==> src/dpb_pkg.sv <==
// Shared types and constants of the depth pixel back-projection block.
// No dependencies.
package dpb_pkg;

   localparam int MAX_WIDTH = 2048;

   // field widths fixed by the interface
   localparam int DEPTH_W = 16;
   localparam int PIX_W   = 11;
   localparam int POINT_W = 24;
   localparam int IMG_W_W = 12;
   localparam int CTR_W   = 15;
   localparam int RECIP_W = 20;
   localparam int CSR_IDX_W  = 3;
   localparam int CSR_DATA_W = 20;

   // counter widths follow MAX_WIDTH
   localparam int COL_W = $clog2(MAX_WIDTH);
   localparam int CNT_W = COL_W + 1;
   localparam int EXT_W = (CNT_W > IMG_W_W) ? CNT_W : IMG_W_W;
   localparam int MAG_W = (COL_W + 4 > CTR_W) ? COL_W + 4 : CTR_W;

   // product widths
   localparam int PD_W = MAG_W + DEPTH_W;
   localparam int P_W  = PD_W + RECIP_W;
   localparam int FRAC_W = 24;
   localparam int Q_W  = P_W - FRAC_W + 1;

   // queue between front and back
   localparam int QUEUE_DEPTH = 4;
   localparam int QPTR_W = $clog2(QUEUE_DEPTH);
   localparam int QCNT_W = QPTR_W + 1;

   // register indexes
   localparam logic [CSR_IDX_W-1:0] CSR_IMAGE_WIDTH   = 3'd0;
   localparam logic [CSR_IDX_W-1:0] CSR_DEPTH_LIMIT   = 3'd1;
   localparam logic [CSR_IDX_W-1:0] CSR_CENTER_X      = 3'd2;
   localparam logic [CSR_IDX_W-1:0] CSR_CENTER_Y      = 3'd3;
   localparam logic [CSR_IDX_W-1:0] CSR_RECIP_FOCAL_X = 3'd4;
   localparam logic [CSR_IDX_W-1:0] CSR_RECIP_FOCAL_Y = 3'd5;

   // register reset values
   localparam logic [IMG_W_W-1:0] RST_IMAGE_WIDTH   = 12'd640;
   localparam logic [DEPTH_W-1:0] RST_DEPTH_LIMIT   = 16'd5000;
   localparam logic [CTR_W-1:0]   RST_CENTER_X      = 15'd6091;
   localparam logic [CTR_W-1:0]   RST_CENTER_Y      = 15'd3875;
   localparam logic [RECIP_W-1:0] RST_RECIP_FOCAL_X = 20'd44070;
   localparam logic [RECIP_W-1:0] RST_RECIP_FOCAL_Y = 20'd51911;

   typedef struct packed {
      logic [IMG_W_W-1:0] image_width;
      logic [DEPTH_W-1:0] depth_limit;
      logic [CTR_W-1:0]   center_x;
      logic [CTR_W-1:0]   center_y;
      logic [RECIP_W-1:0] recip_focal_x;
      logic [RECIP_W-1:0] recip_focal_y;
   } cfg_type;

   // one classified sample, ready for the multipliers
   typedef struct packed {
      logic               neg_x;
      logic [MAG_W-1:0]   mag_x;
      logic               neg_y;
      logic [MAG_W-1:0]   mag_y;
      logic [DEPTH_W-1:0] depth;
      logic [PIX_W-1:0]   col;
      logic [PIX_W-1:0]   row;
   } entry_type;

   typedef struct packed {
      logic      push;
      entry_type data;
   } push_type;

   typedef struct packed {
      logic      empty;
      entry_type data;
   } head_type;

endpackage

==> src/dpb_queue.sv <==
// Short FIFO between the front end and the multiply pipeline.
// Depends on dpb_pkg.
module dpb_queue import dpb_pkg::*; (
   input  logic     clock,
   input  logic     reset,
   input  push_type push,
   input  logic     pop,
   output logic     full,
   output head_type head
);

   entry_type         mem [QUEUE_DEPTH];
   logic [QPTR_W-1:0] wr_ptr_ff, rd_ptr_ff;
   logic [QCNT_W-1:0] count_ff, count_in;
   logic              do_pop;

   assign full       = (count_ff == QCNT_W'(QUEUE_DEPTH));
   assign head.empty = (count_ff == '0);
   assign head.data  = mem[rd_ptr_ff];
   assign do_pop     = pop && !head.empty;

   always_comb begin
      count_in = count_ff;
      if (push.push && !do_pop) begin
         count_in = count_ff + QCNT_W'(1);
      end else if (!push.push && do_pop) begin
         count_in = count_ff - QCNT_W'(1);
      end
   end

   always_ff @(posedge clock) begin
      if (push.push) begin
         mem[wr_ptr_ff] <= push.data;
      end
   end

   always_ff @(posedge clock) begin
      if (reset) begin
         wr_ptr_ff <= '0;
         rd_ptr_ff <= '0;
         count_ff  <= '0;
      end else begin
         if (push.push) wr_ptr_ff <= wr_ptr_ff + QPTR_W'(1);
         if (do_pop)    rd_ptr_ff <= rd_ptr_ff + QPTR_W'(1);
         count_ff <= count_in;
      end
   end

endmodule

==> config.mk <==
export PLATFORM = sky130hd
export DESIGN_NAME = dpb_queue
export DESIGN_NICKNAME = d
export VERILOG_FILES = /design/src/dpb_pkg.sv /design/src/dpb_queue.sv
export SDC_FILE = /design/constraint.sdc
export NUM_CORES = 1
export LEC_CHECK = 0
export ABC_AREA = 1
export BUFFER_PORTS_ARGS = -buffer_cell sky130_fd_sc_hd__buf_2
export CORE_MARGIN = 8
export CORE_UTILIZATION = 52
export CTS_CLUSTER_DIAMETER = 40
export DETAILED_ROUTE_END_ITERATION = 8
export PLACE_DENSITY_LB_ADDON = 0.25
export SYNTH_ARGS = -nofsm -noshare
export SYNTH_HDL_FRONTEND = slang
export SYNTH_SLANG_ARGS = --single-unit
==> constraint.sdc <==
create_clock -name clock -period 2.5 [get_ports clock]
set_clock_uncertainty 0.2 [all_clocks]
set_input_delay 0.25 -clock clock [delete_from_list [all_inputs] [get_ports clock]]
set_output_delay 0.25 -clock clock [all_outputs]
set_load 0.02 [all_outputs]
==> metrics <==
depth of the most critical reg-to-reg path 12; die width 164 um; ys async rst share 0%; share of cells above drive strength 1 31.0%; Main synth FF type edfxtp_1; GR Util met2 30.3%; H-tree depth 2; fmax 410 MHz; synth-to-layout area growth 26.6%; worst path bufs/invs 3; CP Launch Type flop; RSZ-0062 raised after global routing false; Synth Instances 740; final-report max-slew violation count 0; port bufs 145; largest stage delay on the critical path 0.49 ns; Worst Path Class, Setup reg2out; first-pass iteration count of the detailed router 5; Top delay family on crit path buffers and inverters; Hold Slack 0.294 ns; M1 GR Usage 23.6%; clk slew on worst S/H paths 0.06 ns; Tmin final 2.44 ns; # clock sinks 289; sequential area share after synthesis 75.2%; final setup violation count 0; fin area 14500 um^2; GRT Resource Usage Total 18.3%; Hold Crit Class in2reg; CP Max Fanout 29; Required @ worst endpoint 2.05 ns; Leak 0.00509 uW; Worst R2R Start count_ff[1]; largest net degree at the start of global routing 62; slowest CP cell dfxtp_4; io pins 146; Final nets 1057; syn_nets 820; Die Height 164 um; syn avg cell area 15.4 um^2; post-synth top area share 73.7%; clk buf depth 3; Mapped Area 11400 um^2; Die Footprint 26900 um^2; CTS tree built; final wirelength 25000 um; Root Driver clkbuf_16; crit end category output pin; Core Area 21700 um^2; pwr dens 985 nW/um^2; Reg area 8590 um^2; routed len/inst 19.5 um; vias post-DR 6972; status completed; Cell variety after synth 21; initial core utilization 52.6%; critical path, cell by cell clkinv_16, buf_4, o21ai_0, o22ai_2, buf_2; Post-synth EDFFs 280; Post-DP Area 12500 um^2; clock latency on the worst-skew pair 0.49 ns; Max Cap Viol 0; total gr overflow 0; Final ANT Viol Nets 0; RR Endpoint count_ff[2]; met3 Use GR 3.93%; Synth Warn # 0; initial antenna violation count 1; busiest grt layer met2; drt first-iter violations 507; worst hold start push[39]; vias in the first global route 7064; GP Congestion 0.716; first-pass GRT wire length 38200 um; reg-to-reg slack, setup 0.51 ns; DR vias/cell 5.44; Hold Path End mem[0][39]; top cells by area, synth edfxtp_1 (74%), o21ai_0 (5.0%), o22ai_2 (4.4%); Residual DRC 0; Site Rows 54; arrival time worst endpoint 1.99 ns; detailed placement HPWL 13600 um; Hold Path Stages 2; Fin Setup TNS 0 ns; Filler Cell Count 1505; most common cell after layout, fill and taps aside edfxtp_1; cts bufs inserted 36; fin crit share 97.5%; Hold Violations, Final 0; total area of multi-input combinational cells 2440 um^2; commonest cells after routing, fill and taps aside edfxtp_1 (280), buf_2 (145), o21ai_0 (112), nor2_1 (106), dlygate4sd3_1 (74); VDD IR max 0.000663 V; Yosys reg bits 289; Worst slew margin 66.1%; Power, Total 14200 uW; cell taking the most area after synthesis edfxtp_1; Slew @ Worst Pin 0.507 ns
## how the worst max path moves through the flow
stage / start / cells past startpoint / endpoint
floorplan: wr_ptr_ff[0] / 4 / mem[0][0]
global placement: flop / 4 / head[14]
detailed placement: flop / 4 / head[65]
CTS: flop / 5 / head[2]
global route: flop / 5 / head[67]
finish: flop / 5 / head[67]
## per-stage QoR
| stage | setup WS, ns | utilization (%) | cells |
|---|---|---|---|
| 2_1_floorplan | 0.204 | - | 740 |
| 3_3_place_gp | 0.480 | 57.6 | 1141 |
| 3_5_place_dp | 0.448 | 57.6 | 1141 |
| 4_1_cts | 0.00424 | 66.5 | 1279 |
| 5_1_grt | 0.00136 | 66.7 | 1282 |
| 6_report | 0.0624 | 66.7 | 1282 |
## synth_stat cells (9+ instances only)
| cell | n |
|---|---|
| o21ai_1 | 30 |
| nand2_1 | 15 |
| inv_1 | 16 |
| o22ai_1 | 30 |
| edfxtp_1 | 280 |
| o22ai_2 | 40 |
| nor2_1 | 106 |
| dfxtp_1 | 9 |
| nor2_4 | 40 |
| o21ai_0 | 113 |
| clkbuf_1 | 21 |
| buf_2 | 11 |
## power by group
| part | internal [uW] | switching, uW |
|---|---|---|
| logic | 1240 | 2410 |
| clock network | 3070 | 1830 |
| registers | 5570 | 122 |
## flip-flops by register name, indices dropped and copies added, names as in the netlist, named ones only
register,cells
wr_ptr_ff,2
rd_ptr_ff,2
mem,280
count_ff,3
## per-layer routing
layer	wire length, um	vias up
met5	0	-
met4	600	0
met3	1460	55
met2	12100	216
met1	10800	3445
li1	-	3256
## cells by family after synthesis
kind of cell	count (synthesis)	share of synthesized area, %
DFF	289	75.2
AOI/OAI and AO/OA	218	12.5
and+or+nand+nor	165	8.10
buffers and inverters	61	3.34
adders and majority gates	6	0.723
xor gates and xnor gates	1	0.0767
## repair_timing
action,CTS,global route
pin swaps,0,0
endpoints found under the setup margin,51,8
cloned,1,0
buffers inserted,1,3
endpoints found under the hold margin,289,0
resized for setup,5,4
hold buffers,74,0
## area by class of cell
class | count | share of cell area (%)
Sequential cell | 289 | 59.4
Multi-Input combinational cell | 390 | 16.9
Timing Repair Buffer | 243 | 12.6
Clock buffer | 46 | 6.78
Tap cell | 280 | 2.42
Clock inverter | 16 | 1.14
Inverter | 17 | 0.727
Antenna cell | 1 | 0.0173
Power figures use the tool's default switching activity.
