## src/dpb_pkg.sv

```systemverilog
// Shared types and constants of the depth pixel back-projection block.
// No dependencies.
package dpb_pkg;

   localparam int MAX_WIDTH = 2048;

   // field widths fixed by the interface
   localparam int DEPTH_W = 16;
   localparam int PIX_W   = 11;
   localparam int POINT_W = 24;
   localparam int IMG_W_W = 12;
   localparam int CTR_W   = 15;
   localparam int RECIP_W = 20;
   localparam int CSR_IDX_W  = 3;
   localparam int CSR_DATA_W = 20;

   // counter widths follow MAX_WIDTH
   localparam int COL_W = $clog2(MAX_WIDTH);
   localparam int CNT_W = COL_W + 1;
   localparam int EXT_W = (CNT_W > IMG_W_W) ? CNT_W : IMG_W_W;
   localparam int MAG_W = (COL_W + 4 > CTR_W) ? COL_W + 4 : CTR_W;

   // product widths
   localparam int PD_W = MAG_W + DEPTH_W;
   localparam int P_W  = PD_W + RECIP_W;
   localparam int FRAC_W = 24;
   localparam int Q_W  = P_W - FRAC_W + 1;

   // queue between front and back
   localparam int QUEUE_DEPTH = 4;
   localparam int QPTR_W = $clog2(QUEUE_DEPTH);
   localparam int QCNT_W = QPTR_W + 1;

   // register indexes
   localparam logic [CSR_IDX_W-1:0] CSR_IMAGE_WIDTH   = 3'd0;
   localparam logic [CSR_IDX_W-1:0] CSR_DEPTH_LIMIT   = 3'd1;
   localparam logic [CSR_IDX_W-1:0] CSR_CENTER_X      = 3'd2;
   localparam logic [CSR_IDX_W-1:0] CSR_CENTER_Y      = 3'd3;
   localparam logic [CSR_IDX_W-1:0] CSR_RECIP_FOCAL_X = 3'd4;
   localparam logic [CSR_IDX_W-1:0] CSR_RECIP_FOCAL_Y = 3'd5;

   // register reset values
   localparam logic [IMG_W_W-1:0] RST_IMAGE_WIDTH   = 12'd640;
   localparam logic [DEPTH_W-1:0] RST_DEPTH_LIMIT   = 16'd5000;
   localparam logic [CTR_W-1:0]   RST_CENTER_X      = 15'd6091;
   localparam logic [CTR_W-1:0]   RST_CENTER_Y      = 15'd3875;
   localparam logic [RECIP_W-1:0] RST_RECIP_FOCAL_X = 20'd44070;
   localparam logic [RECIP_W-1:0] RST_RECIP_FOCAL_Y = 20'd51911;

   typedef struct packed {
      logic [IMG_W_W-1:0] image_width;
      logic [DEPTH_W-1:0] depth_limit;
      logic [CTR_W-1:0]   center_x;
      logic [CTR_W-1:0]   center_y;
      logic [RECIP_W-1:0] recip_focal_x;
      logic [RECIP_W-1:0] recip_focal_y;
   } cfg_type;

   // one classified sample, ready for the multipliers
   typedef struct packed {
      logic               neg_x;
      logic [MAG_W-1:0]   mag_x;
      logic               neg_y;
      logic [MAG_W-1:0]   mag_y;
      logic [DEPTH_W-1:0] depth;
      logic [PIX_W-1:0]   col;
      logic [PIX_W-1:0]   row;
   } entry_type;

   typedef struct packed {
      logic      push;
      entry_type data;
   } push_type;

   typedef struct packed {
      logic      empty;
      entry_type data;
   } head_type;

endpackage

```

## src/dpb_ifs.sv

```systemverilog
// Valid/ready stream interfaces for depth samples and projected points.
// Depends on dpb_pkg.
interface dpb_req_if import dpb_pkg::*; ();
   logic               valid;
   logic               ready;
   logic [DEPTH_W-1:0] depth_mm;
   logic               frame_start;

   modport source (output valid, depth_mm, frame_start, input ready);
   modport sink   (input valid, depth_mm, frame_start, output ready);
endinterface


```

## src/dpb_front.sv

```systemverilog
// Front end: pixel counters, depth check and offset magnitudes.
// Depends on dpb_pkg and dpb_req_if.
module dpb_front import dpb_pkg::*; (
   input  logic      clock,
   input  logic      reset,
   dpb_req_if.sink   req,
   input  cfg_type   cfg,
   input  logic      q_full,
   output push_type  push
);

   logic [COL_W-1:0] col_ff, col_in;
   logic [PIX_W-1:0] row_ff, row_in;
   logic [CNT_W-1:0] width_eff;
   logic [COL_W-1:0] col_base, col;
   logic [PIX_W-1:0] row;
   logic [CNT_W-1:0] col_next;
   logic             accept;
   logic [MAG_W:0]   scaled_x, scaled_y, diff_x, diff_y;

   assign req.ready = !q_full;
   assign accept    = req.valid && !q_full;

   always_comb begin
      if (cfg.image_width == '0) begin
         width_eff = CNT_W'(1);
      end else if (EXT_W'(cfg.image_width) > EXT_W'(MAX_WIDTH)) begin
         width_eff = CNT_W'(MAX_WIDTH);
      end else begin
         width_eff = CNT_W'(cfg.image_width);
      end

      col_base = req.frame_start ? '0 : col_ff;
      row      = req.frame_start ? '0 : row_ff;
      col      = (CNT_W'(col_base) >= width_eff) ? '0 : col_base;
      col_next = CNT_W'(col) + CNT_W'(1);

      if (col_next >= width_eff) begin
         col_in = '0;
         row_in = row + PIX_W'(1);
      end else begin
         col_in = COL_W'(col_next);
         row_in = row;
      end

      scaled_x = (MAG_W+1)'(col) << 4;
      scaled_y = (MAG_W+1)'(row) << 4;
      diff_x   = scaled_x - (MAG_W+1)'(cfg.center_x);
      diff_y   = scaled_y - (MAG_W+1)'(cfg.center_y);

      push.data.neg_x = diff_x[MAG_W];
      push.data.mag_x = diff_x[MAG_W] ? MAG_W'(-diff_x) : MAG_W'(diff_x);
      push.data.neg_y = diff_y[MAG_W];
      push.data.mag_y = diff_y[MAG_W] ? MAG_W'(-diff_y) : MAG_W'(diff_y);
      push.data.depth = req.depth_mm;
      push.data.col   = PIX_W'(col);
      push.data.row   = row;
      push.push       = accept && (req.depth_mm != '0) && (req.depth_mm <= cfg.depth_limit);
   end

   always_ff @(posedge clock) begin
      if (reset) begin
         col_ff <= '0;
         row_ff <= '0;
      end else if (accept) begin
         col_ff <= col_in;
         row_ff <= row_in;
      end
   end

endmodule

```

## src/flat_wrapper.sv

```systemverilog
// flat-port wrapper written by rule: the top's interface ports become plain ports
module dpb_front_flat import dpb_pkg::*;
  (clock, reset, cfg, q_full, push, req_valid, req_depth_mm, req_frame_start, req_ready);
  dpb_req_if req_i ();
  input  logic clock;
  input  logic reset;
  input  cfg_type cfg;
  input  logic q_full;
  output push_type push;
  input wire logic [$bits(req_i.valid)-1:0] req_valid;
  input wire logic [$bits(req_i.depth_mm)-1:0] req_depth_mm;
  input wire logic [$bits(req_i.frame_start)-1:0] req_frame_start;
  output wire logic [$bits(req_i.ready)-1:0] req_ready;
  assign req_i.valid = req_valid;
  assign req_i.depth_mm = req_depth_mm;
  assign req_i.frame_start = req_frame_start;
  assign req_ready = req_i.ready;
  dpb_front u_core (.clock(clock), .reset(reset), .req(req_i), .cfg(cfg), .q_full(q_full), .push(push));
endmodule
```

## config.mk

```make
export PLATFORM = sky130hd
export DESIGN_NAME = dpb_front_flat
export DESIGN_NICKNAME = d
export VERILOG_FILES = /design/src/dpb_pkg.sv /design/src/dpb_ifs.sv /design/src/dpb_front.sv /design/src/flat_wrapper.sv
export SDC_FILE = /design/constraint.sdc
export NUM_CORES = 1
export LEC_CHECK = 0
export BUFFER_PORTS_ARGS = -buffer_cell sky130_fd_sc_hd__buf_4
export CORE_ASPECT_RATIO = 0.5
export CORE_MARGIN = 3
export CORE_UTILIZATION = 31
export CTS_CLUSTER_SIZE = 20
export DETAILED_ROUTE_END_ITERATION = 12
export GPL_TIMING_DRIVEN = 0
export SLEW_MARGIN = 20
export SYNTH_ARGS = -nofsm -noshare
export SYNTH_HDL_FRONTEND = slang
export SYNTH_SLANG_ARGS = --single-unit
```

## constraint.sdc

```tcl
create_clock -name clock -period 6.37 [get_ports clock]
set_input_delay 0.9555 -clock clock [delete_from_list [all_inputs] [get_ports clock]]
set_output_delay 0.9555 -clock clock [all_outputs]
set_load 0.01 [all_outputs]
```

==> metrics.md <==
| Metric | Value |
|---|---|
| Crit end category | `primary output` |
| Main synth FF type | `dfxtp_1` |
| Grt ovf | `0` |
| Root Buffer | `clkbuf_16` |
| Synth warn | `0` |
| N_diodes | `0` |
| Status | `complete, no violations` |
| CP Data Required Time | `approximately 5.4 ns` |
| CTS Sinks | `22` |
| # IOs | `191` |
| Most frequent cell after synthesis | `ha_1` |
| Reg2reg setup slack | `between 1 and 1.5 ns` |
| Pins Over Slew Limit | `0` |
| DIE AREA | `between 15,000 and 20,000 µm²` |
| Area leader, netlist | `ha_1` |
| Ys async rst share | `0%` |
| Achievable Freq | `between 150 and 200 MHz` |
| First drt pass iteration count | `5` |
| GRT Overall Usage | `about 16%` |
| Switching power | `179.0 µW` |
| Initial antenna violation count | `0` |
| Clk pwr share | `a little under a third` |
| Largest net degree at the start of global routing | `14` |
| Fin Clk Skew | `slightly below 0.01 ns` |
| Iter 0 DRT Violations | `235` |
| Sw frac | `a little under a third` |
| Vias | `approximately 4,800` |
| Fin nets | `970` |
| Cell Area, Synth | `4497 µm²` |
| First-pass GRT wire length | `21,850 µm` |
| Sequential cell area fraction in the yosys report | `between 9 and 10%` |
| H-tree Lvls | `1` |
| Finished Layout Cells | `approximately 980` |
| Final Hold Viols | `0` |
| Crit path launch type | `primary input` |
| Ratio of cells with drive above 1 in the final layout | `32.02%` |
| Synthesized instance count | `620` |
| Seq pwr share | `about a quarter` |
| Die X | `roughly 180 µm` |
| Vias in the first global route | `~4,600` |
| Inst Count DP | `roughly 960` |
| Clk_lat worst skew | `between 0.2 and 0.3 ns` |
| Flops & latches, synth | `22` |
| Pint | `~390 µW` |
| Crit-path max FO | `10` |
| Critical setup path kind | `in2out` |
| Pwr dens | `90.69 nW/µm²` |
| Initial Util | `~32%` |
| Placed instance area | `5859 µm²` |
| P&R area growth vs syn | `40.43%` |
| PortBufs | `between 100 and 150` |
| Final Cell Area | `between 6000 and 7000 µm²` |
| Core Footprint | `between 10,000 and 15,000 µm²` |
| Clock transition at path regs | `about 0.07 ns` |
| Leakage power | `approximately 3 nW` |
| Slew margin rel. | `between 50 and 60%` |
| EDFF count, synth | `0` |
| Clock period minus worst slack | `~6.2 ns` |
| Yosys top cell area share | `around 18%` |
| DRC | `0` |
| Synth Net Count | `~800` |
| CTS tree | `done` |
| Tcrit/Tclk final | `a little over nine tenths` |
| Final WL | `between 10,000 and 15,000 µm` |
| WL per Instance | `~14 µm` |
| Hold_buf cts | `0` |
| Final HPWL DP | `11,090 µm` |
| CTS Buf Count | `3` |
| Max clock buf depth | `2` |
| Measured slew at the worst slew-check pin | `~0.65 ns` |
| Die Span Y | `approximately 91 µm` |
| Detailed-route vias per instance | `slightly below 5` |
| CP arrival | `5.25 ns` |
| Synth area leaders | `ha_1 18%, dfxtp_1 9.8%, xnor2_1 8.4%` |
| Max-Cap Viols | `0` |
| Final GP Congestion | `~0.84` |
| Logic pwr share | `44.5%` |
| Endpoints failing setup | `0` |
| VDD IR max | `0.07824 mV` |
| Antenna Nets Post-Route | `0` |
| Library cells used by synthesis | `76` |
| Syn avg cell area | `around 7.3 µm²` |
| # rows | `30` |
| Synth cell count leaders | `63 x ha_1, 59 x inv_1, 57 x nand2_1` |
| Hold crit path type | `reg2reg` |
## power by group through the flow
stage	logic [mW]	clock network, mW	registers (mW)
floorplan	0.133	0	0.142
global placement	0.234	0	0.142
detailed placement	0.237	0	0.142
CTS	0.251	0.182	0.139
global route	0.283	0.187	0.139
finish	0.255	0.179	0.139
## timing repair
item	in CTS	in global routing
endpoints found under the hold margin	0	0
endpoints found under the setup margin	15	14
gates resized for setup	32	15
buffers inserted	8	9
pin swaps	11	16
## path summary, 6_finish.rpt
path	start	end	depth (start not counted)
max reg2reg	u_core.col_ff[9]	u_core.col_ff[9]	18
max	req_frame_start	push[61]	23
min reg2reg	u_core.col_ff[3]	u_core.col_ff[3]	2
min	u_core.col_ff[3]	u_core.col_ff[3]	2
## flip-flops by register name, indices dropped and copies added (netlist names)
name	cells
u_core.col_ff	11
u_core.row_ff	11
## area by class of cell
class	count	area [µm²]
Fill cell	1421	7536
Multi-Input combinational cell	501	3795
Timing Repair Buffer	166	1246
Sequential cell	22	440.4
Buffer	35	262.8
Tap cell	192	240.2
Inverter	59	225.2
Clock buffer	3	75.07
Clock inverter	1	30.03
## stage by stage
| stage | hold slack, ns | setup TNS [ns] | setup slack, ns | power, mW | utilization (%) |
|---|---|---|---|---|---|
| 2_1_floorplan | 0.4319 | 0 | 0.01942 | 0.2749 | - |
| 3_3_place_gp | 0.4412 | -14.21 | -1.040 | 0.3761 | 42.30 |
| 3_5_place_dp | 0.4462 | -14.56 | -1.037 | 0.3792 | 42.30 |
| 4_1_cts | 0.4560 | 0 | 0.01494 | 0.5714 | 44.72 |
| 5_1_grt | 0.4830 | -0.7115 | -0.08434 | 0.6088 | 45.59 |
| 6_report | 0.4576 | 0 | 0.1615 | 0.5727 | 45.59 |
## worst max-delay path, cell delays in order
cell and delay (ns):
buf_4 0.13, clkbuf_16 0.14, nand2b_1 0.20, inv_1 0.07
ha_1 0.32, a21o_1 0.19, a21oi_1 0.37, o31ai_4 0.17
a21oi_4 0.23, and2_1 0.16, ha_1 0.22, buf_2 0.17
and2_0 0.17, a32oi_2 0.29, a21oi_2 0.12, a21oi_2 0.18
nand3_2 0.14, a41oi_4 0.26, o21ai_4 0.14, buf_6 0.17
a31oi_2 0.16, xor2_1 0.16, buf_4 0.14
## cell families (layout without fill, tap and decap cells)
| logic type | Yosys count | after routing | share of synthesized area, % |
|---|---|---|---|
| AO/OA/AOI/OAI | 130 | 130 | 22.09 |
| XOR/XNOR | 61 | 61 | 11.88 |
| adder cells (fa/ha/maj) | 63 | 63 | 17.53 |
| buffers and inverters | 97 | 264 | 9.961 |
| flip-flops | 22 | 22 | 9.794 |
| multiplexers | 5 | 5 | 1.196 |
| AND/OR/NAND/NOR | 242 | 242 | 27.55 |
## layer usage
metal | GRT usage (%) | wire length, µm | vias up
met2 | 26.07 | 6209 | 96
met4 | 2.221 | 80 | 0
met5 | 0 | 0 | -
met1 | 22.47 | 6600 | 2222
li1 | - | - | 2485
met3 | 2.047 | 572 | 9
## cells in the final DEF (no fill, tap or decap), types with 14 or more instances in the layout
cell / n
a21oi_1: 36
buf_4: 185
dfxtp_1: 22
ha_1: 59
inv_1: 58
nand2_1: 57
nand3_1: 21
nor2_1: 50
nor2b_1: 26
nor3_1: 14
xnor2_1: 43
xor2_1: 18
Power figures use the tool's default switching activity.
