**src/dpb_pkg.sv**
```systemverilog
// Shared types and constants of the depth pixel back-projection block.
// No dependencies.
package dpb_pkg;

   localparam int MAX_WIDTH = 2048;

   // field widths fixed by the interface
   localparam int DEPTH_W = 16;
   localparam int PIX_W   = 11;
   localparam int POINT_W = 24;
   localparam int IMG_W_W = 12;
   localparam int CTR_W   = 15;
   localparam int RECIP_W = 20;
   localparam int CSR_IDX_W  = 3;
   localparam int CSR_DATA_W = 20;

   // counter widths follow MAX_WIDTH
   localparam int COL_W = $clog2(MAX_WIDTH);
   localparam int CNT_W = COL_W + 1;
   localparam int EXT_W = (CNT_W > IMG_W_W) ? CNT_W : IMG_W_W;
   localparam int MAG_W = (COL_W + 4 > CTR_W) ? COL_W + 4 : CTR_W;

   // product widths
   localparam int PD_W = MAG_W + DEPTH_W;
   localparam int P_W  = PD_W + RECIP_W;
   localparam int FRAC_W = 24;
   localparam int Q_W  = P_W - FRAC_W + 1;

   // queue between front and back
   localparam int QUEUE_DEPTH = 4;
   localparam int QPTR_W = $clog2(QUEUE_DEPTH);
   localparam int QCNT_W = QPTR_W + 1;

   // register indexes
   localparam logic [CSR_IDX_W-1:0] CSR_IMAGE_WIDTH   = 3'd0;
   localparam logic [CSR_IDX_W-1:0] CSR_DEPTH_LIMIT   = 3'd1;
   localparam logic [CSR_IDX_W-1:0] CSR_CENTER_X      = 3'd2;
   localparam logic [CSR_IDX_W-1:0] CSR_CENTER_Y      = 3'd3;
   localparam logic [CSR_IDX_W-1:0] CSR_RECIP_FOCAL_X = 3'd4;
   localparam logic [CSR_IDX_W-1:0] CSR_RECIP_FOCAL_Y = 3'd5;

   // register reset values
   localparam logic [IMG_W_W-1:0] RST_IMAGE_WIDTH   = 12'd640;
   localparam logic [DEPTH_W-1:0] RST_DEPTH_LIMIT   = 16'd5000;
   localparam logic [CTR_W-1:0]   RST_CENTER_X      = 15'd6091;
   localparam logic [CTR_W-1:0]   RST_CENTER_Y      = 15'd3875;
   localparam logic [RECIP_W-1:0] RST_RECIP_FOCAL_X = 20'd44070;
   localparam logic [RECIP_W-1:0] RST_RECIP_FOCAL_Y = 20'd51911;

   typedef struct packed {
      logic [IMG_W_W-1:0] image_width;
      logic [DEPTH_W-1:0] depth_limit;
      logic [CTR_W-1:0]   center_x;
      logic [CTR_W-1:0]   center_y;
      logic [RECIP_W-1:0] recip_focal_x;
      logic [RECIP_W-1:0] recip_focal_y;
   } cfg_type;

   // one classified sample, ready for the multipliers
   typedef struct packed {
      logic               neg_x;
      logic [MAG_W-1:0]   mag_x;
      logic               neg_y;
      logic [MAG_W-1:0]   mag_y;
      logic [DEPTH_W-1:0] depth;
      logic [PIX_W-1:0]   col;
      logic [PIX_W-1:0]   row;
   } entry_type;

   typedef struct packed {
      logic      push;
      entry_type data;
   } push_type;

   typedef struct packed {
      logic      empty;
      entry_type data;
   } head_type;

endpackage

```
**src/dpb_ifs.sv**
```systemverilog


interface dpb_rsp_if import dpb_pkg::*; ();
   logic                      valid;
   logic                      ready;
   logic signed [POINT_W-1:0] point_x;
   logic signed [POINT_W-1:0] point_y;
   logic        [DEPTH_W-1:0] point_z;
   logic        [PIX_W-1:0]   pixel_col;
   logic        [PIX_W-1:0]   pixel_row;

   modport source (output valid, point_x, point_y, point_z, pixel_col, pixel_row,
                   input ready);
   modport sink   (input valid, point_x, point_y, point_z, pixel_col, pixel_row,
                   output ready);
endinterface

```
**src/dpb_back.sv**
```systemverilog
// Back end: offset*depth, times reciprocal, round and saturate.
// Depends on dpb_pkg and dpb_rsp_if.
module dpb_back import dpb_pkg::*; (
   input  logic      clock,
   input  logic      reset,
   input  cfg_type   cfg,
   input  head_type  head,
   output logic      pop,
   dpb_rsp_if.source rsp
);

   localparam logic [Q_W-1:0] POS_MAX = Q_W'(24'h7FFFFF);
   localparam logic [Q_W-1:0] NEG_MAX = Q_W'(25'h800000);
   localparam logic [P_W-1:0] HALF    = P_W'(1) << (FRAC_W - 1);

   logic               en;
   // stage 1
   logic               s1_valid_ff;
   logic               s1_neg_x_ff, s1_neg_y_ff;
   logic [PD_W-1:0]    s1_pd_x_ff, s1_pd_y_ff, s1_pd_x_in, s1_pd_y_in;
   logic [DEPTH_W-1:0] s1_depth_ff;
   logic [PIX_W-1:0]   s1_col_ff, s1_row_ff;
   // stage 2
   logic               s2_valid_ff;
   logic               s2_neg_x_ff, s2_neg_y_ff;
   logic [P_W-1:0]     s2_p_x_ff, s2_p_y_ff, s2_p_x_in, s2_p_y_in;
   logic [DEPTH_W-1:0] s2_depth_ff;
   logic [PIX_W-1:0]   s2_col_ff, s2_row_ff;
   // output
   logic               out_valid_ff;
   logic [POINT_W-1:0] out_x_ff, out_y_ff, out_x_in, out_y_in;
   logic [DEPTH_W-1:0] out_z_ff;
   logic [PIX_W-1:0]   out_col_ff, out_row_ff;

   function automatic logic [POINT_W-1:0] round_sat(input logic neg, input logic [P_W-1:0] p);
      logic [P_W:0]   sum;
      logic [Q_W-1:0] q;
      logic [POINT_W-1:0] r;
      sum = (P_W+1)'(p) + (P_W+1)'(HALF);
      q   = Q_W'(sum >> FRAC_W);
      if (neg) begin
         r = (q > NEG_MAX) ? POINT_W'(24'h800000) : POINT_W'(-q);
      end else begin
         r = (q > POS_MAX) ? POINT_W'(24'h7FFFFF) : POINT_W'(q);
      end
      return r;
   endfunction

   // whole pipeline moves when the output slot is free or being taken
   assign en  = !out_valid_ff || rsp.ready;
   assign pop = en && !head.empty;

   always_comb begin
      s1_pd_x_in = PD_W'(head.data.mag_x) * PD_W'(head.data.depth);
      s1_pd_y_in = PD_W'(head.data.mag_y) * PD_W'(head.data.depth);
      s2_p_x_in  = P_W'(s1_pd_x_ff) * P_W'(cfg.recip_focal_x);
      s2_p_y_in  = P_W'(s1_pd_y_ff) * P_W'(cfg.recip_focal_y);
      out_x_in   = round_sat(s2_neg_x_ff, s2_p_x_ff);
      out_y_in   = round_sat(s2_neg_y_ff, s2_p_y_ff);
   end

   always_ff @(posedge clock) begin
      if (reset) begin
         s1_valid_ff  <= 1'b0;
         s2_valid_ff  <= 1'b0;
         out_valid_ff <= 1'b0;
      end else if (en) begin
         s1_valid_ff  <= !head.empty;
         s2_valid_ff  <= s1_valid_ff;
         out_valid_ff <= s2_valid_ff;
      end
   end

   always_ff @(posedge clock) begin
      if (en) begin
         s1_neg_x_ff <= head.data.neg_x;
         s1_neg_y_ff <= head.data.neg_y;
         s1_pd_x_ff  <= s1_pd_x_in;
         s1_pd_y_ff  <= s1_pd_y_in;
         s1_depth_ff <= head.data.depth;
         s1_col_ff   <= head.data.col;
         s1_row_ff   <= head.data.row;

         s2_neg_x_ff <= s1_neg_x_ff;
         s2_neg_y_ff <= s1_neg_y_ff;
         s2_p_x_ff   <= s2_p_x_in;
         s2_p_y_ff   <= s2_p_y_in;
         s2_depth_ff <= s1_depth_ff;
         s2_col_ff   <= s1_col_ff;
         s2_row_ff   <= s1_row_ff;

         out_x_ff    <= out_x_in;
         out_y_ff    <= out_y_in;
         out_z_ff    <= s2_depth_ff;
         out_col_ff  <= s2_col_ff;
         out_row_ff  <= s2_row_ff;
      end
   end

   assign rsp.valid     = out_valid_ff;
   assign rsp.point_x   = out_x_ff;
   assign rsp.point_y   = out_y_ff;
   assign rsp.point_z   = out_z_ff;
   assign rsp.pixel_col = out_col_ff;
   assign rsp.pixel_row = out_row_ff;

endmodule

```
**src/flat_wrapper.sv**
```systemverilog
// flat-port wrapper written by rule: the top's interface ports become plain ports
module dpb_back_flat import dpb_pkg::*;
  (clock, reset, cfg, head, pop, rsp_valid, rsp_point_x, rsp_point_y, rsp_point_z, rsp_pixel_col, rsp_pixel_row, rsp_ready);
  dpb_rsp_if rsp_i ();
  input  logic clock;
  input  logic reset;
  input  cfg_type cfg;
  input  head_type head;
  output logic pop;
  output wire logic [$bits(rsp_i.valid)-1:0] rsp_valid;
  output wire logic [$bits(rsp_i.point_x)-1:0] rsp_point_x;
  output wire logic [$bits(rsp_i.point_y)-1:0] rsp_point_y;
  output wire logic [$bits(rsp_i.point_z)-1:0] rsp_point_z;
  output wire logic [$bits(rsp_i.pixel_col)-1:0] rsp_pixel_col;
  output wire logic [$bits(rsp_i.pixel_row)-1:0] rsp_pixel_row;
  input wire logic [$bits(rsp_i.ready)-1:0] rsp_ready;
  assign rsp_valid = rsp_i.valid;
  assign rsp_point_x = rsp_i.point_x;
  assign rsp_point_y = rsp_i.point_y;
  assign rsp_point_z = rsp_i.point_z;
  assign rsp_pixel_col = rsp_i.pixel_col;
  assign rsp_pixel_row = rsp_i.pixel_row;
  assign rsp_i.ready = rsp_ready;
  dpb_back u_core (.clock(clock), .reset(reset), .cfg(cfg), .head(head), .pop(pop), .rsp(rsp_i));
endmodule
```
**config.mk**
```make
export PLATFORM = sky130hd
export DESIGN_NAME = dpb_back_flat
export DESIGN_NICKNAME = d
export VERILOG_FILES = /design/src/dpb_pkg.sv /design/src/dpb_ifs.sv /design/src/dpb_back.sv /design/src/flat_wrapper.sv
export SDC_FILE = /design/constraint.sdc
export NUM_CORES = 2
export LEC_CHECK = 0
export ABC_AREA = 0
export BUFFER_PORTS_ARGS = -buffer_cell sky130_fd_sc_hd__buf_4
export CAP_MARGIN = 15
export CORE_ASPECT_RATIO = 1.5
export CORE_MARGIN = 2
export CORE_UTILIZATION = 60
export CTS_CLUSTER_DIAMETER = 60
export DETAILED_ROUTE_END_ITERATION = 16
export GPL_ROUTABILITY_DRIVEN = 0
export PLACE_DENSITY = 0.78
export SYNTH_ARGS = -nofsm -noshare
export SYNTH_HDL_FRONTEND = slang
export SYNTH_SLANG_ARGS = --single-unit
export TNS_END_PERCENT = 50
```
**constraint.sdc**
```tcl
create_clock -name clock -period 12.41 [get_ports clock]
set_input_delay 1.241 -clock clock [delete_from_list [all_inputs] [get_ports clock]]
set_output_delay 1.241 -clock clock [all_outputs]
set_load 0.05 [all_outputs]
```
==> run metrics <==
postcts setup bufs 0; reg2reg end u_core.s2_p_y_ff[37]; Synth Area per Inst approximately 9.5 sq um; total grt overflow 0; RR Startpoint u_core.s1_pd_y_ff[9]; Iteration-0 DRC Markers just under 3,000; Yosys top cell area share 42.9%; unrepaired setup endpoints after global routing no; CTS tree built; Routed Antenna Nets 0; R2R cell count 23; leading cell types by count after synthesis inv_1, fa_1, nand2_1; Hold Fails Final Rpt 0; share of cells above drive strength 1 around 5.1%; Area Overhead vs Synth 5.39%; leading area contributor after synthesis fa_1; largest net degree at the start of global routing ~130; dpl cell area 67,400 sq um; FP Rows ~150; Max Clock Skew between 0.03 and 0.04 ns; CP endpoint kind flop; TritonCTS buffer count 38; synth unique cells just over 80; TNS Setup 0 ns; CP most frequent cell fa_1; flop2flop setup slack 3.94 ns; die width 273 um; dominant cell by count in the synthesized netlist inv_1; drt total wl 160,000 um; CP Launch Point u_core.s1_pd_y_ff[9]; mux contribution to synthesized area less than 1%; cell area after layout slightly below 70,000 sq um; Least-Margin Pin Slew ~1.2 ns; number of global-route vias before repair about 53,000; DRC viols 0; Non-Filler Instances a little over 8,000; min-delay src u_core.s1_depth_ff[4]; clk slew on worst S/H paths roughly 0.060 ns; Post-Synth Simple-Gate Area 16.4%; IO Pins between 200 and 300; routed vias roughly 47,000; sequential area share after synthesis a little over an eighth; number of sinks on the clock net around 290; largest family of logic cells by synthesized area adder cells; number of synthesized flops with an enable pin approximately 280; #FFs+latches synth 287; Crit path buffers/inverters 4; initial antenna violation count 8; CTS H-tree lvls 2; Hold Crit Depth 0; CTS resizes 0; Clock Latency Late Sink between 0.5 and 0.6 ns; Critical Path AT just under 9 ns; IO Port Bufs roughly 200; XOR/XNOR Fraction of Synth Area under 10%; Final Slew Violations 0; Placed Cells between 8,000 and 9,000; CP max FO 20; max frequency about 0.12 GHz; CTS max path bufs 3; hold buffers post-CTS 0; wire per inst 19.5 um; Initial Util between 60% and 70%; crit-path max cell delay ~1.1 ns; min cycle time layout about 8.5 ns; yosys warns 0; cell chosen for the clock root clkbuf_16; core area around 110,000 sq um; slowest stage cell, crit path edfxtp_1; ranking of synthesized cells by area fa_1, edfxtp_1, ha_1, inv_1, and2_1; Cells after Synth 6,825; nets 8,837; Synth Area in Adders roughly 53%; Period Utilization, post-route 68.2%; DRT Pass-1 Iters 7; WHS Endpoint u_core.s2_depth_ff[4]; first-pass GRT wire length approximately 260,000 um; worst slew margin relative to its limit 21.1%; CP required 12.74 ns; Crit path max-delay family adder cells; critical path cell sequence and2_1, fa_1, fa_1, inv_1, fa_1, inv_1, fa_1, fa_1, fa_1, inv_1, fa_1, inv_1, ha_1, a21oi_1, o21ai_0, a32oi_1, nand2_1, a211o_1, o41ai_2, o21ai_0, a21oi_1, o21bai_1, xor2_1; die height between 400 and 500 um; Worst setup SP type flop; worst hold path type reg -> reg; vias per inst ~5.7; die area roughly 110,000 sq um; post-synthesis async set-or-reset flop share 0%; Max-cap violations 0; Main synth FF type edfxtp_1; placed wire-length estimate between 100,000 and 150,000 um; GRT Resource Usage Total approximately 30%; Synth Area in Compound Gates around 4.5%; Syn Std Cell Area 65,100 sq um; status complete, no violations; Synth Net Count just under 9,000; Final setup viols 0; WS Path Type reg -> reg; fillers just under 9,000
==> stage by stage <==
stage | setup slack [ns] | hold slack, ns | util (%)
after detailed placement | 3.49 | 0.405 | 62.3
after global placement | 3.55 | 0.400 | 62.3
final | 3.94 | 0.388 | 63.5
after CTS | 4.08 | 0.385 | 63.4
after floorplan | 4.62 | 0.400 | -
after global routing | 3.66 | 0.401 | 63.5
==> final cells by class <==
cell class,count,area (sq um),share of cell area (%)
diodes,2,5.00,0.00729
clock inverters,26,256,0.374
inverters,1490,5600,8.16
well taps,1425,1780,2.60
multi-input cells,4692,49600,72.2
repair buffers,248,1870,2.72
clock buffers,42,966,1.41
flip-flops and latches,287,8590,12.5
==> how the worst max path moves through the flow <==
stage                      endpoint  slack (ns)  cells past startpoint
4_1_cts        u_core.s2_p_x_ff[45]        4.08                     23
6_report       u_core.s2_p_y_ff[37]        3.94                     23
3_3_place_gp   u_core.s2_p_x_ff[45]        3.55                     23
3_5_place_dp   u_core.s2_p_x_ff[45]        3.49                     23
2_1_floorplan  u_core.s2_p_y_ff[40]        4.62                     23
5_1_grt        u_core.s2_p_y_ff[40]        3.66                     22
==> cells by family (layout without fill, tap and decap cells) <==
group | after synthesis | in the layout
simple gates | 2153 | 2153
fa+ha+maj | 1908 | 1908
buf+inv | 1846 | 1806
compound gates | 444 | 444
flops | 287 | 287
xor+xnor | 178 | 178
mux | 9 | 9
other cells | 0 | 2
==> sequential cells by signal (all words and copies together), names as in the netlist <==
register              cells
u_core.rsp.pixel_col     11
u_core.rsp.pixel_row     11
u_core.rsp.point_x       24
u_core.rsp.point_y       24
u_core.rsp.point_z       16
u_core.rsp.valid          1
u_core.s1_col_ff         11
u_core.s1_depth_ff       16
u_core.s1_neg_x_ff        1
u_core.s1_neg_y_ff        1
u_core.s1_pd_x_ff        31
u_core.s1_pd_y_ff        31
u_core.s1_row_ff         11
u_core.s1_valid_ff        1
u_core.s2_col_ff         11
u_core.s2_depth_ff       16
u_core.s2_neg_x_ff        1
u_core.s2_neg_y_ff        1
u_core.s2_p_x_ff         28
u_core.s2_p_y_ff         28
u_core.s2_row_ff         11
u_core.s2_valid_ff        1
==> placed cells by master (no fill, tap or decap), drive strengths merged, types with 5 or more instances in the layout <==
master,netlist,layout
inv,1489,1492
fa,1394,1394
nand2,1030,1030
and2,778,778
ha,514,514
edfxtp,284,284
buf,19,248
a21oi,127,127
xnor2,119,119
nor2,112,112
o21ai,88,88
a21o,68,68
xor2,59,59
nand3,58,58
nor3,45,45
clkbuf,337,42
and3,29,29
nand4,25,25
o21bai,20,20
nor2b,19,19
clkinv,1,18
a31oi,16,16
a211oi,16,16
nand2b,14,14
and4,14,14
o21a,14,14
a311oi,11,11
o211ai,10,10
a211o,10,10
a22oi,9,9
mux2i,8,8
a221oi,8,8
nor4,8,8
o22ai,5,5
a41oi,5,5
==> worst reg2reg max path, cell delays in order (launching register included) <==
cell and delay [ns]:
edfxtp_1 1.11, and2_1 0.29, fa_1 0.46, fa_1 0.53, inv_1 0.06, fa_1 0.47
inv_1 0.05, fa_1 0.49, fa_1 0.51, fa_1 0.50, inv_1 0.05, fa_1 0.49
inv_1 0.05, ha_1 0.30, a21oi_1 0.20, o21ai_0 0.12, a32oi_1 0.35, nand2_1 0.09
a211o_1 0.41, o41ai_2 0.44, o21ai_0 0.37, a21oi_1 0.44, o21bai_1 0.14, xor2_1 0.34
==> layer usage <==
metal	GRT usage [%]	up-vias	wire, um
li1	-	20300	-
met1	31.7	24000	51200
met2	54.7	2029	84400
met3	5.20	869	12000
met4	18.9	12	12300
met5	0	-	86
Power is not shown: default switching activity piles up to over one toggle a cycle in this logic, so the estimate is an artifact.
